`src/sv/vhdma_pkg.sv`:
```
package vhdma_pkg;

  localparam int CYCLES_PER_BLOCK = 8;
  localparam int MAX_BLOCKS       = 128;
  localparam int CHARGE_FULL_W    = $clog2(CYCLES_PER_BLOCK * MAX_BLOCKS * 2 + 1);
  localparam int CHARGE_W         = (CHARGE_FULL_W > 12) ? CHARGE_FULL_W : 12;
  localparam int MAX_CYCLES       = 4095;

  localparam logic [7:0] LEN_MASK   = 8'h7F;
  localparam logic [7:0] NIB_MASK   = 8'hF0;
  localparam logic [7:0] BANK_MASK  = 8'h1F;
  localparam logic [7:0] BLANK_MODE = 8'h80;
  localparam logic [7:0] STATUS_IDLE = 8'hFF;

  typedef enum logic [2:0] {
    CMD_SRC_HI = 3'd0,
    CMD_SRC_LO = 3'd1,
    CMD_DST_HI = 3'd2,
    CMD_DST_LO = 3'd3,
    CMD_LENGTH = 3'd4,
    CMD_TICK   = 3'd5
  } cmd_t;

  localparam logic CFG_COLOR_MODE   = 1'b0;
  localparam logic CFG_DOUBLE_SPEED = 1'b1;

  typedef struct packed {
    logic [2:0] command;
    logic [7:0] data;
  } item_t;

  typedef struct packed {
    logic color_mode;
    logic double_speed;
  } cfg_t;

  typedef struct packed {
    logic        transfer_valid;
    logic [15:0] src_addr;
    logic [12:0] dst_offset;
    logic [11:0] length_bytes;
    logic [11:0] cycles_added;
    logic [7:0]  status_byte;
    logic        busy_res;
  } res_t;

  function automatic logic [11:0] charge(input logic [7:0] blocks, input logic dbl);
    logic [CHARGE_W-1:0] c;
    c = CHARGE_W'(CYCLES_PER_BLOCK) * CHARGE_W'(blocks);
    if (dbl) c = c << 1;
    return (c > CHARGE_W'(MAX_CYCLES)) ? 12'hFFF : c[11:0];
  endfunction

endpackage

```
`src/sv/vhdma_if.sv`:
```
interface vhdma_in_if;
  logic       valid;
  logic       ready;
  logic [2:0] command;
  logic [7:0] data;

  modport source (output valid, command, data, input ready);
  modport sink   (input valid, command, data, output ready);
endinterface

interface vhdma_out_if;
  logic        valid;
  logic        ready;
  logic        transfer_valid;
  logic [15:0] src_addr;
  logic [12:0] dst_offset;
  logic [11:0] length_bytes;
  logic [11:0] cycles_added;
  logic [7:0]  status_byte;
  logic        busy_res;

  modport source (output valid, transfer_valid, src_addr, dst_offset, length_bytes,
                  cycles_added, status_byte, busy_res, input ready);
  modport sink   (input valid, transfer_valid, src_addr, dst_offset, length_bytes,
                  cycles_added, status_byte, busy_res, output ready);
endinterface

```
`src/sv/vram_hdma_controller.sv`:
```
// Video-RAM HDMA controller: takes one word per clock while ready is high (register write or
// blank tick) and returns one result word per input word, in order, through the input register
// and then the output register. The length/status and address registers update once per word,
// so throughput is one word per cycle, limited only by the result consumer; a stalled output
// holds one word in the input register and one in the output register before ready falls.
module vram_hdma_controller (
  input  logic        clk,
  input  logic        rst_n,
  input  logic        cfg_we,
  input  logic        cfg_index,
  input  logic        cfg_data,
  vhdma_in_if.sink    in_ch,
  vhdma_out_if.source out_ch
);

  logic             in_valid_r;
  vhdma_pkg::item_t in_item_r;
  vhdma_pkg::cfg_t  cfg_r;
  vhdma_pkg::res_t  res;
  logic             can_load;
  logic             advance;

  assign advance     = in_valid_r && can_load;
  assign in_ch.ready = !in_valid_r || can_load;

  always_ff @(posedge clk) begin
    if (!rst_n) begin
      cfg_r.color_mode   <= 1'b1;
      cfg_r.double_speed <= 1'b0;
    end else if (cfg_we) begin
      case (cfg_index)
        vhdma_pkg::CFG_COLOR_MODE:   cfg_r.color_mode   <= cfg_data;
        vhdma_pkg::CFG_DOUBLE_SPEED: cfg_r.double_speed <= cfg_data;
        default: ;
      endcase
    end
  end

  always_ff @(posedge clk) begin
    if (!rst_n) begin
      in_valid_r <= 1'b0;
    end else if (in_ch.ready) begin
      in_valid_r <= in_ch.valid;
    end
  end

  always_ff @(posedge clk) begin
    if (in_ch.valid && in_ch.ready) begin
      in_item_r.command <= in_ch.command;
      in_item_r.data    <= in_ch.data;
    end
  end

  vhdma_core u_core (
    .clk     (clk),
    .rst_n   (rst_n),
    .advance (advance),
    .item    (in_item_r),
    .cfg     (cfg_r),
    .res     (res)
  );

  vhdma_out_reg u_out (
    .clk      (clk),
    .rst_n    (rst_n),
    .load     (advance),
    .res      (res),
    .can_load (can_load),
    .out_ch   (out_ch)
  );

  a_req_len : assert property (@(posedge clk) disable iff (!rst_n)
    (out_ch.valid && out_ch.transfer_valid) |->
      (out_ch.length_bytes != 12'd0 && out_ch.length_bytes[3:0] == 4'd0 &&
       out_ch.src_addr[3:0] == 4'd0 && out_ch.dst_offset[3:0] == 4'd0))
    else $error("copy request misaligned or empty");

  a_no_req : assert property (@(posedge clk) disable iff (!rst_n)
    (out_ch.valid && !out_ch.transfer_valid) |->
      (out_ch.length_bytes == 12'd0 && out_ch.cycles_added == 12'd0))
    else $error("charge without copy request");

  a_stall : assert property (@(posedge clk) disable iff (!rst_n)
    (in_valid_r && out_ch.valid && !out_ch.ready) |-> !in_ch.ready)
    else $error("input taken while both stages full");

  a_hold : assert property (@(posedge clk) disable iff (!rst_n)
    (in_valid_r && !advance) |=> in_valid_r)
    else $error("buffered word dropped");

endmodule

```
`src/sv/vhdma_core.sv`:
```
module vhdma_core (
  input  logic              clk,
  input  logic              rst_n,
  input  logic              advance,
  input  vhdma_pkg::item_t  item,
  input  vhdma_pkg::cfg_t   cfg,
  output vhdma_pkg::res_t   res
);

  logic [7:0] src_hi_r, src_lo_r, dst_hi_r, dst_lo_r, status_r;
  logic       armed_r;
  logic [7:0] src_hi_nxt, src_lo_nxt, dst_hi_nxt, dst_lo_nxt, status_nxt;
  logic       armed_nxt;

  logic        req;
  logic [7:0]  blocks;
  logic [11:0] len;
  logic [15:0] src16;
  logic [12:0] dst13;
  logic [15:0] src_end;
  logic [13:0] dst_end;
  logic [7:0]  status_dec;
  logic        data_blank;

  assign src16      = {src_hi_r, src_lo_r & vhdma_pkg::NIB_MASK};
  assign dst13      = {dst_hi_r[4:0], dst_lo_r & vhdma_pkg::NIB_MASK};
  assign len        = {blocks, 4'b0000};
  assign src_end    = src16 + {4'b0000, len};
  assign dst_end    = {1'b0, dst13} + {2'b00, len};
  assign status_dec = status_r - 8'd1;
  assign data_blank = (item.data & vhdma_pkg::BLANK_MODE) != 8'd0;

  always_comb begin
    req        = 1'b0;
    blocks     = 8'd1;
    status_nxt = status_r;
    armed_nxt  = armed_r;
    case (vhdma_pkg::cmd_t'(item.command))
      vhdma_pkg::CMD_LENGTH: begin
        if (!cfg.color_mode) begin
          status_nxt = item.data;
        end else if (armed_r && !data_blank) begin
          armed_nxt  = 1'b0;
          status_nxt = status_r | vhdma_pkg::BLANK_MODE;
        end else if (!data_blank) begin
          req        = 1'b1;
          blocks     = (item.data & vhdma_pkg::LEN_MASK) + 8'd1;
          status_nxt = vhdma_pkg::STATUS_IDLE;
          armed_nxt  = 1'b0;
        end else begin
          armed_nxt  = 1'b1;
          status_nxt = item.data & vhdma_pkg::LEN_MASK;
        end
      end
      vhdma_pkg::CMD_TICK: begin
        if (armed_r) begin
          req = 1'b1;
          if ((status_dec & vhdma_pkg::LEN_MASK) == vhdma_pkg::LEN_MASK) begin
            armed_nxt  = 1'b0;
            status_nxt = vhdma_pkg::STATUS_IDLE;
          end else begin
            status_nxt = status_dec;
          end
        end
      end
      default: ;
    endcase
  end

  always_comb begin
    src_hi_nxt = src_hi_r;
    src_lo_nxt = src_lo_r;
    dst_hi_nxt = dst_hi_r;
    dst_lo_nxt = dst_lo_r;
    if (req) begin
      src_hi_nxt = src_end[15:8];
      src_lo_nxt = src_end[7:0] & vhdma_pkg::NIB_MASK;
      dst_hi_nxt = {2'b00, dst_end[13:8]};
      dst_lo_nxt = dst_end[7:0] & vhdma_pkg::NIB_MASK;
    end else begin
      case (vhdma_pkg::cmd_t'(item.command))
        vhdma_pkg::CMD_SRC_HI: src_hi_nxt = item.data;
        vhdma_pkg::CMD_SRC_LO: src_lo_nxt = item.data;
        vhdma_pkg::CMD_DST_HI: dst_hi_nxt = item.data;
        vhdma_pkg::CMD_DST_LO: dst_lo_nxt = item.data;
        default: ;
      endcase
    end
  end

  always_comb begin
    res                = '0;
    res.transfer_valid = req;
    if (req) begin
      res.src_addr     = src16;
      res.dst_offset   = dst13;
      res.length_bytes = len;
      res.cycles_added = vhdma_pkg::charge(blocks, cfg.double_speed);
    end
    res.status_byte = status_nxt;
    res.busy_res    = armed_nxt;
  end

  always_ff @(posedge clk) begin
    if (!rst_n) begin
      src_hi_r <= 8'd0;
      src_lo_r <= 8'd0;
      dst_hi_r <= 8'd0;
      dst_lo_r <= 8'd0;
      status_r <= vhdma_pkg::STATUS_IDLE;
      armed_r  <= 1'b0;
    end else if (advance) begin
      src_hi_r <= src_hi_nxt;
      src_lo_r <= src_lo_nxt;
      dst_hi_r <= dst_hi_nxt;
      dst_lo_r <= dst_lo_nxt;
      status_r <= status_nxt;
      armed_r  <= armed_nxt;
    end
  end

endmodule

```
`src/sv/vhdma_out_reg.sv`:
```
module vhdma_out_reg (
  input  logic            clk,
  input  logic            rst_n,
  input  logic            load,
  input  vhdma_pkg::res_t res,
  output logic            can_load,
  vhdma_out_if.source     out_ch
);

  logic            valid_r;
  vhdma_pkg::res_t res_r;

  assign can_load = !valid_r || out_ch.ready;

  always_ff @(posedge clk) begin
    if (!rst_n) begin
      valid_r <= 1'b0;
    end else if (load) begin
      valid_r <= 1'b1;
    end else if (out_ch.ready) begin
      valid_r <= 1'b0;
    end
  end

  always_ff @(posedge clk) begin
    if (load) begin
      res_r <= res;
    end
  end

  assign out_ch.valid          = valid_r;
  assign out_ch.transfer_valid = res_r.transfer_valid;
  assign out_ch.src_addr       = res_r.src_addr;
  assign out_ch.dst_offset     = res_r.dst_offset;
  assign out_ch.length_bytes   = res_r.length_bytes;
  assign out_ch.cycles_added   = res_r.cycles_added;
  assign out_ch.status_byte    = res_r.status_byte;
  assign out_ch.busy_res       = res_r.busy_res;

endmodule

```
`src/flat_wrapper.sv`:
```
// flat-port wrapper written by rule: the top's interface ports become plain ports
module vram_hdma_controller_flat 
  (clk, rst_n, cfg_we, cfg_index, cfg_data, in_ch_valid, in_ch_command, in_ch_data, in_ch_ready, out_ch_valid, out_ch_transfer_valid, out_ch_src_addr, out_ch_dst_offset, out_ch_length_bytes, out_ch_cycles_added, out_ch_status_byte, out_ch_busy_res, out_ch_ready);
  vhdma_in_if in_ch_i ();
  vhdma_out_if out_ch_i ();
  input  logic clk;
  input  logic rst_n;
  input  logic cfg_we;
  input  logic cfg_index;
  input  logic cfg_data;
  input wire logic [$bits(in_ch_i.valid)-1:0] in_ch_valid;
  input wire logic [$bits(in_ch_i.command)-1:0] in_ch_command;
  input wire logic [$bits(in_ch_i.data)-1:0] in_ch_data;
  output wire logic [$bits(in_ch_i.ready)-1:0] in_ch_ready;
  output wire logic [$bits(out_ch_i.valid)-1:0] out_ch_valid;
  output wire logic [$bits(out_ch_i.transfer_valid)-1:0] out_ch_transfer_valid;
  output wire logic [$bits(out_ch_i.src_addr)-1:0] out_ch_src_addr;
  output wire logic [$bits(out_ch_i.dst_offset)-1:0] out_ch_dst_offset;
  output wire logic [$bits(out_ch_i.length_bytes)-1:0] out_ch_length_bytes;
  output wire logic [$bits(out_ch_i.cycles_added)-1:0] out_ch_cycles_added;
  output wire logic [$bits(out_ch_i.status_byte)-1:0] out_ch_status_byte;
  output wire logic [$bits(out_ch_i.busy_res)-1:0] out_ch_busy_res;
  input wire logic [$bits(out_ch_i.ready)-1:0] out_ch_ready;
  assign in_ch_i.valid = in_ch_valid;
  assign in_ch_i.command = in_ch_command;
  assign in_ch_i.data = in_ch_data;
  assign in_ch_ready = in_ch_i.ready;
  assign out_ch_valid = out_ch_i.valid;
  assign out_ch_transfer_valid = out_ch_i.transfer_valid;
  assign out_ch_src_addr = out_ch_i.src_addr;
  assign out_ch_dst_offset = out_ch_i.dst_offset;
  assign out_ch_length_bytes = out_ch_i.length_bytes;
  assign out_ch_cycles_added = out_ch_i.cycles_added;
  assign out_ch_status_byte = out_ch_i.status_byte;
  assign out_ch_busy_res = out_ch_i.busy_res;
  assign out_ch_i.ready = out_ch_ready;
  vram_hdma_controller u_core (.clk(clk), .rst_n(rst_n), .cfg_we(cfg_we), .cfg_index(cfg_index), .cfg_data(cfg_data), .in_ch(in_ch_i), .out_ch(out_ch_i));
endmodule
```
`config.mk`:
```
export PLATFORM = sky130hd
export DESIGN_NAME = vram_hdma_controller_flat
export DESIGN_NICKNAME = d
export VERILOG_FILES = /design/src/sv/vhdma_pkg.sv /design/src/sv/vhdma_if.sv /design/src/sv/vram_hdma_controller.sv /design/src/sv/vhdma_core.sv /design/src/sv/vhdma_out_reg.sv /design/src/flat_wrapper.sv
export SDC_FILE = /design/constraint.sdc
export NUM_CORES = 1
export LEC_CHECK = 0
export BUFFER_PORTS_ARGS = -buffer_cell sky130_fd_sc_hd__buf_2
export CAP_MARGIN = 10
export CORE_MARGIN = 4
export CORE_UTILIZATION = 52
export DETAILED_ROUTE_END_ITERATION = 7
export MAX_ROUTING_LAYER = met4
export PLACE_DENSITY = 0.87
export SLEW_MARGIN = 30
export SYNTH_ARGS = -nofsm -noshare
export SYNTH_HDL_FRONTEND = slang
export SYNTH_HIERARCHICAL = 1
export SYNTH_SLANG_ARGS = --single-unit
export TNS_END_PERCENT = 5
```
`constraint.sdc`:
```
create_clock -name clk -period 3.86 [get_ports clk]
set_input_delay 0.579 -clock clk [delete_from_list [all_inputs] [get_ports clk]]
set_output_delay 0.579 -clock clk [all_outputs]
set_load 0.01 [all_outputs]
```
==> results.sh, run 1 <==
export IMPL_final_antenna_net_count=0
export IMPL_global_route_wire_length_before_repair_mm=19.8
export IMPL_postRouteWirelength_mm=12.1
export IMPL_timing_final_max_slew_violations=0
export IMPL_synthesis_warnings=6
export IMPL_dieHeight_um=112
export IMPL_critical_path_arrival_ns=3.72
export IMPL_firstDrtPassIters=5
export IMPL_synth_main_ff_cell="edfxtp_1"
export IMPL_crit_type="register to register"
export IMPL_first_iter_violations=387
export IMPL_cp_data_required_time_ns=4.16
export IMPL_finalHoldViolations=0
export IMPL_synth_enable_flop_cells=74
export IMPL_critical_path_sink_type="register"
export IMPL_core_area_mm2=0.0104
export IMPL_syn_to_final_growth_pct=10.7
export IMPL_die_width_um=112
export IMPL_first_global_vias=4083
export IMPL_min_period_over_period_pct=88.6
export IMPL_starting_utilization_of_the_core_area_pct=53.7
export IMPL_routed_wl_met3_um=970
export IMPL_setup_tns_final_ns=0
export IMPL_cap_viol_max_count=0
export IMPL_design_die_area_mm2=0.0125
export IMPL_power_static_leakage_nw=2.41
export IMPL_ctsHtreeMaxLevel=3
export IMPL_final_setup_viol_count=0
export IMPL_post_cts_buffers=0
export IMPL_topRoutingLayerUsed="met4"
export IMPL_rsz0062_at_grt="no"
export IMPL_globalRouteOverflowTotal=0
export IMPL_drt_vias_per_instance=5.74
export IMPL_layout_drive_gt1_share_pct=20.6
export IMPL_min_path_type="primary input to register"
export IMPL_cts_repair_resized=0
export IMPL_detailed_place_hpwl_mm=8.53
export IMPL_buffer_ports_inserted=82
export IMPL_pin_count=83
export IMPL_final_area_mm2=0.00619
export IMPL_fin_skew_ns=0.0121
export IMPL_syn_area_mm2=0.00559
export IMPL_worstMarginPinSlew_ns=0.916
export IMPL_row_count=37
export IMPL_cts_buffers_inserted=9
export IMPL_num_vias=4288
export IMPL_finish_net_count=645
export IMPL_fmax_mhz=292
export IMPL_clockRootBuffer="clkbuf_8"
export IMPL_cts_hold_buffers=0
export IMPL_tritoncts_num_sinks=108
export IMPL_synth_cell_types=69
export IMPL_async_flop_share_pct=0
export IMPL_biggest_fanout_along_the_worst_timing_path=12
export IMPL_layout_min_cycle_time_ns=3.42
export IMPL_power_per_cell_area_mw_per_mm2=358
export IMPL_post_synth_inst_count=533
export IMPL_routabilityCongestion=0.974
export IMPL_syn_mean_instance_area_um2=10.5
export IMPL_postSynthRegisterBits=108
export IMPL_wl_met2_mm=5.72
export IMPL_nFillCells=867
export IMPL_cts_tree="built"
export IMPL_detail_route_wirelength_met1_mm=4.98
export IMPL_clock_latency_ns=0.38
export IMPL_placement_cell_area_mm2=0.00599
export IMPL_drc=0
export IMPL_wl_per_cell_um=16.1
export IMPL_cts_root_to_sink_buffers=2
export IMPL_vdd_drop_max_mv=0.175
export IMPL_seq_area_frac_synth_pct=51.9
export IMPL_grt_max_degree=79
export IMPL_antenna_found_initial=0
export IMPL_number_of_antenna_diodes=0
export IMPL_crit_path_start_kind="register"
export IMPL_grt_total_usage_pct=20.3
export IMPL_slew_headroom_pct=38.9
export IMPL_run_status="finished, final reports clean"
export IMPL_cts_reportedPaths_clkPinSlew_ns=0.11
[logic make-up after synthesis]
kind of cell	count (synthesis)	share of synthesized area, %
XOR/XNOR	19	2.98
adder cells (fa/ha/maj)	21	4.97
multiplexers	5	0.895
AND/OR/NAND/NOR	186	17.5
AO/OA/AOI/OAI	130	15.0
buffers and inverters	63	6.65
other	1	0.0671
flip-flops	108	51.9
[cell usage in the layout (no fill, tap or decap), types with 4 or more instances in the layout]
cell,count
nand3b_1,5
xnor2_1,12
buf_2,82
dfxtp_1,34
a21oi_1,35
inv_1,18
nand3_1,17
mux2i_1,5
clkbuf_8,9
nor2b_1,9
ha_1,19
edfxtp_1,74
nor4_1,4
and2_1,27
o22ai_1,4
o21ai_1,4
a211oi_1,4
xor2_1,7
a31oi_1,11
nand2_1,43
o211ai_1,7
nor3_1,15
conb_1,15
o21ai_0,28
nor2_1,42
buf_4,8
[worst max-delay path, stage by stage, from the launching register on]
cell	delay [ns]
edfxtp_1	0.50
or2b_2	0.44
nor4_2	0.39
nand2_1	0.14
ha_1	0.24
fa_1	0.41
a21oi_1	0.21
o211ai_1	0.16
o41ai_1	0.44
nor2_1	0.11
mux2i_1	0.13
o22ai_1	0.17
[area by class of cell]
class / count / area, um^2 / area share (%)
Tap cell: 136 / 170 / 2.75
Clock inverter: 7 / 67.6 / 1.09
Clock buffer: 9 / 124 / 2.00
Inverter: 21 / 78.8 / 1.27
Timing Repair Buffer: 90 / 470 / 7.60
Multi-Input combinational cell: 376 / 2380 / 38.4
Sequential cell: 108 / 2900 / 46.9
[power breakdown]
group          leakage (nW)  switching (W)  internal, W
sequential            0.975      0.0000387      0.00129
combinational          1.34       0.000135    0.0000820
clock                0.0958       0.000420     0.000253
[per-layer routing]
layer / up-vias / GRT usage, %
met4: 0 / 9.57
met5: - / -
met3: 30 / 4.02
li1: 2046 / -
met2: 209 / 32.0
met1: 2003 / 25.1
[state kept, by name, indices dropped and copies added (netlist names), 2 cells and up]
signal	flops
u_core/u_core/src_hi_r	8
u_core/u_out/out_ch.length_bytes	12
u_core/u_out/out_ch.status_byte	8
u_core/u_core/dst_hi_r	5
u_core/u_core/src_lo_r	4
u_core/in_item_r	11
u_core/u_out/out_ch.cycles_added	12
u_core/u_out/out_ch.src_addr	16
u_core/u_core/dst_lo_r	4
u_core/u_core/status_r	8
u_core/u_out/out_ch.dst_offset	13
u_core/cfg_r	2
[path summary, 6_finish.rpt]
| kind | from | end | slack (ns) | cells after the start |
|---|---|---|---|---|
| hold reg to reg | u_core/in_valid_r$_SDFFE_PN0P_ | u_core/in_valid_r$_SDFFE_PN0P_ | 0.51 | 2 |
| setup / recovery | u_core/in_item_r[9]$_DFFE_PP_ | u_core/u_core/src_hi_r[6]$_SDFFE_PN0P_ | 0.44 | 11 |
| hold / removal | in_ch_data[4] | u_core/in_item_r[4]$_DFFE_PP_ | 0.36 | 1 |
| setup reg to reg | u_core/in_item_r[9]$_DFFE_PP_ | u_core/u_core/src_hi_r[6]$_SDFFE_PN0P_ | 0.44 | 11 |
[cells in the mapped netlist (4+ instances only)]
cell	instances	area, um^2
nand3b_1	5	37.5
o211ai_1	7	52.6
buf_2	7	35.0
and2_1	28	175
inv_1	18	67.6
o21ai_1	4	20.0
nand2_1	43	161
nand3_1	17	85.1
dfxtp_1	34	681
clkbuf_1	10	37.5
a31oi_1	11	68.8
nor4_1	5	31.3
nor2b_1	9	56.3
nor2_1	42	158
ha_1	19	238
buf_4	17	128
nor3_1	15	75.1
xor2_1	7	61.3
edfxtp_1	74	2220
o21ai_0	28	140
mux2i_1	5	50.1
a21oi_1	35	175
clkbuf_8	6	82.6
o22ai_1	4	25.0
xnor2_1	12	105
a211oi_1	4	30.0
[stage by stage]
stage	setup WS, ns	hold WS [ns]	total power (W)	utilization [%]	instances
after global routing	0.0535	0.355	0.00231	59.4	747
final	0.441	0.359	0.00221	59.4	747
after CTS	0.309	0.344	0.00223	59.4	747
after floorplan	0.766	0.445	0.00150	-	547
after detailed placement	0.325	0.478	0.00157	57.5	731
after global placement	0.476	0.460	0.00156	57.5	731
Note: power is estimated with default switching activity, not from simulation.
==> run 2: changes to the inputs <==
--- a/config.mk
+++ b/config.mk
@@ -5,6 +5,7 @@
 export SDC_FILE = /design/constraint.sdc
 export NUM_CORES = 1
 export LEC_CHECK = 0
+export ABC_AREA = 1
 export BUFFER_PORTS_ARGS = -buffer_cell sky130_fd_sc_hd__buf_2
 export CAP_MARGIN = 10
 export CORE_MARGIN = 4
==> run 2 against run 1 <==
First-iteration DRC count down 7.2%; largest power group unchanged; total power grew 4.7%; sequential cell count is the same; clock skew down 0.00083 ns; clock-buffer cell count stayed put; clock power increased by 12%; largest cell class unchanged; cell area fell by 0.30%; highest routed layer unchanged; area after synthesis down 1.6%; via count rose by 3.5%; final cell count grew 13%.
==> results.sh, run 2 <==
export IMPL_synthesis_warnings=6
export IMPL_fin_ws_ns=0.601
export IMPL_rsz0062_at_grt="no"
export IMPL_tritoncts_num_sinks=108
export IMPL_post_synth_inst_count=621
export IMPL_drc=0
export IMPL_setup_tns_final_ns=0
export IMPL_topRoutingLayerUsed="met4"
export IMPL_syn_area_mm2=0.00550
export IMPL_yosys_cell_count_top_type="nand2_1"
export IMPL_routed_wl_met3_um=806
export IMPL_vdd_drop_max_mv=0.180
export IMPL_synth_cell_types=42
export IMPL_timing_final_max_slew_violations=0
export IMPL_slew_headroom_pct=52.0
export IMPL_cts_root_to_sink_buffers=2
export IMPL_finalHoldViolations=0
export IMPL_syn_mean_instance_area_um2=8.86
export IMPL_grt_total_usage_pct=20.7
export IMPL_cts_hold_buffers=0
export IMPL_seq_area_frac_synth_pct=52.8
export IMPL_nFillCells=895
export IMPL_drt_vias_per_instance=5.28
export IMPL_crit_type="register to register"
export IMPL_mostFrequentLayoutCells="108 x nand2_1, 92 x inv_1, 82 x buf_2, 74 x edfxtp_1, 67 x nor2_1"
export IMPL_critical_path_sink_type="register"
export IMPL_min_path_type="primary input to register"
export IMPL_fmax_mhz=307
export IMPL_critical_path_arrival_ns=3.54
export IMPL_final_antenna_net_count=0
export IMPL_syn_to_final_growth_pct=12.2
export IMPL_pin_count=83
export IMPL_worst_path_max_delay_cell="edfxtp_1"
export IMPL_worstMarginPinSlew_ns=0.715
export IMPL_first_iter_violations=359
export IMPL_crit_chain="inv_1 -> nand2_1 -> inv_1 -> nand3_2 -> nor2_1 -> inv_1 -> ha_1 -> fa_1 -> nand2_1 -> nand2_1 -> o21ai_0 -> o21ai_0 -> or2_2 -> nand3_1 -> nand3_1 -> nand2_1 -> inv_1"
export IMPL_crit_path_start_kind="register"
export IMPL_min_period_over_period_pct=84.4
export IMPL_detail_route_wirelength_met1_mm=5.36
export IMPL_post_cts_buffers=0
export IMPL_cts_repair_resized=0
export IMPL_die_width_um=111
export IMPL_cts_tree="built"
export IMPL_row_count=37
export IMPL_largest_register_ff_count=16
export IMPL_place_worst_setup_slack_ns=0.712
export IMPL_async_flop_share_pct=0
export IMPL_clock_latency_ns=0.38
export IMPL_synth_main_ff_cell="edfxtp_1"
export IMPL_synth_enable_flop_cells=74
export IMPL_netlist_area_leader_share_pct=40.4
export IMPL_fin_skew_ns=0.0112
export IMPL_grt_max_degree=38
export IMPL_wl_met2_mm=5.63
export IMPL_antenna_found_initial=0
export IMPL_cap_viol_max_count=0
export IMPL_number_of_antenna_diodes=0
export IMPL_synth_largest_area_cell="edfxtp_1"
export IMPL_design_die_area_mm2=0.0123
export IMPL_globalRouteOverflowTotal=0
export IMPL_postRouteWirelength_mm=12.1
export IMPL_yosys_top_cells_count="108 x nand2_1, 93 x inv_1, 74 x edfxtp_1"
export IMPL_cp_data_required_time_ns=4.14
export IMPL_layout_min_cycle_time_ns=3.26
export IMPL_core_area_mm2=0.0103
export IMPL_finish_net_count=739
export IMPL_power_per_cell_area_mw_per_mm2=376
export IMPL_ctsHtreeMaxLevel=3
export IMPL_run_status="finished, final reports clean"
export IMPL_clockRootBuffer="clkbuf_8"
export IMPL_power_static_leakage_nw=2.80
export IMPL_firstDrtPassIters=5
export IMPL_buffer_ports_inserted=82
export IMPL_max_incr_delay_on_cp_ns=0.41
export IMPL_global_route_wire_length_before_repair_mm=20.2
export IMPL_cts_buffers_inserted=9
export IMPL_final_common_cell="nand2_1"
export IMPL_layout_drive_gt1_share_pct=17.7
export IMPL_dieHeight_um=111
export IMPL_wl_per_cell_um=14.4
export IMPL_p_total_w=0.00232
export IMPL_setup_reg_to_reg_worst_slack_ns=0.60
export IMPL_biggest_fanout_along_the_worst_timing_path=12
export IMPL_cts_reportedPaths_clkPinSlew_ns=0.10
export IMPL_first_global_vias=4235
export IMPL_final_setup_viol_count=0
export IMPL_detailed_place_hpwl_mm=8.98
export IMPL_num_vias=4437
export IMPL_routabilityCongestion=0.991
export IMPL_synth_area_top_cells="edfxtp_1 40%, dfxtp_1 12%, nand2_1 7.4%"
export IMPL_postSynthRegisterBits=108
export IMPL_starting_utilization_of_the_core_area_pct=53.3
-- run 2: logic make-up (layout without fill, tap and decap cells) --
logic type,after synthesis,in the layout,share of synthesized area (%)
AOI/OAI and AO/OA,114,114,11.6
buffers and inverters,127,197,10.4
xor gates and xnor gates,6,6,0.956
other,1,15,0.0682
adders and majority gates,21,21,5.05
and+or+nand+nor,244,244,19.2
DFF,108,108,52.8
-- run 2: where the power goes --
part	switching [W]	leakage, nW	internal (W)
registers	0.0000333	0.975	0.00129
logic	0.000163	1.71	0.0000769
clock network	0.000381	0.114	0.000370
total	0.000577	2.80	0.00174
-- run 2: layout make-up --
| type | count | area [um^2] | share of cell area [%] |
|---|---|---|---|
| flip-flops and latches | 108 | 2900 | 47.0 |
| multi-input cells | 400 | 2080 | 33.8 |
| repair buffers | 84 | 425 | 6.89 |
| inverters | 97 | 369 | 5.98 |
| well taps | 136 | 170 | 2.76 |
| clock buffers | 9 | 124 | 2.01 |
| clock inverters | 7 | 96.3 | 1.56 |
-- run 2: metrics by stage --
step	hold WS, ns	cell area (um^2)	cells	utilization (%)
floorplan	0.448	5550	635	-
global placement	0.474	5950	825	57.6
detailed placement	0.484	5950	825	57.6
CTS	0.345	6170	841	59.7
global route	0.346	6170	841	59.8
finish	0.365	6170	841	59.8
-- run 2: worst paths after layout --
kind / cells past startpoint / start / to
min reg2reg: 2 / u_core/u_core/dst_lo_r[4]$_SDFFE_PN0P_ / u_core/u_core/dst_lo_r[4]$_SDFFE_PN0P_
max reg2reg: 17 / u_core/in_item_r[7]$_DFFE_PP_ / u_core/u_core/src_hi_r[2]$_SDFFE_PN0P_
max: 17 / u_core/in_item_r[7]$_DFFE_PP_ / u_core/u_core/src_hi_r[2]$_SDFFE_PN0P_
min: 1 / in_ch_command[0] / u_core/in_item_r[8]$_DFFE_PP_
-- run 2: routing by layer --
| metal | track usage, % | up-vias |
|---|---|---|
| li1 | - | 2188 |
| met1 | 27.0 | 2028 |
| met2 | 32.0 | 196 |
| met3 | 3.82 | 25 |
| met4 | 8.46 | 0 |
| met5 | - | - |
-- run 2: critical path, delay by kind of cell (launching register included) --
| kind | cells | cell delay [ns] |
|---|---|---|
| buffers and inverters | 4 | 0.45 |
| flip-flops | 1 | 0.41 |
| AO/OA/AOI/OAI | 2 | 0.30 |
| adder cells (fa/ha/maj) | 2 | 0.61 |
| AND/OR/NAND/NOR | 9 | 1.38 |
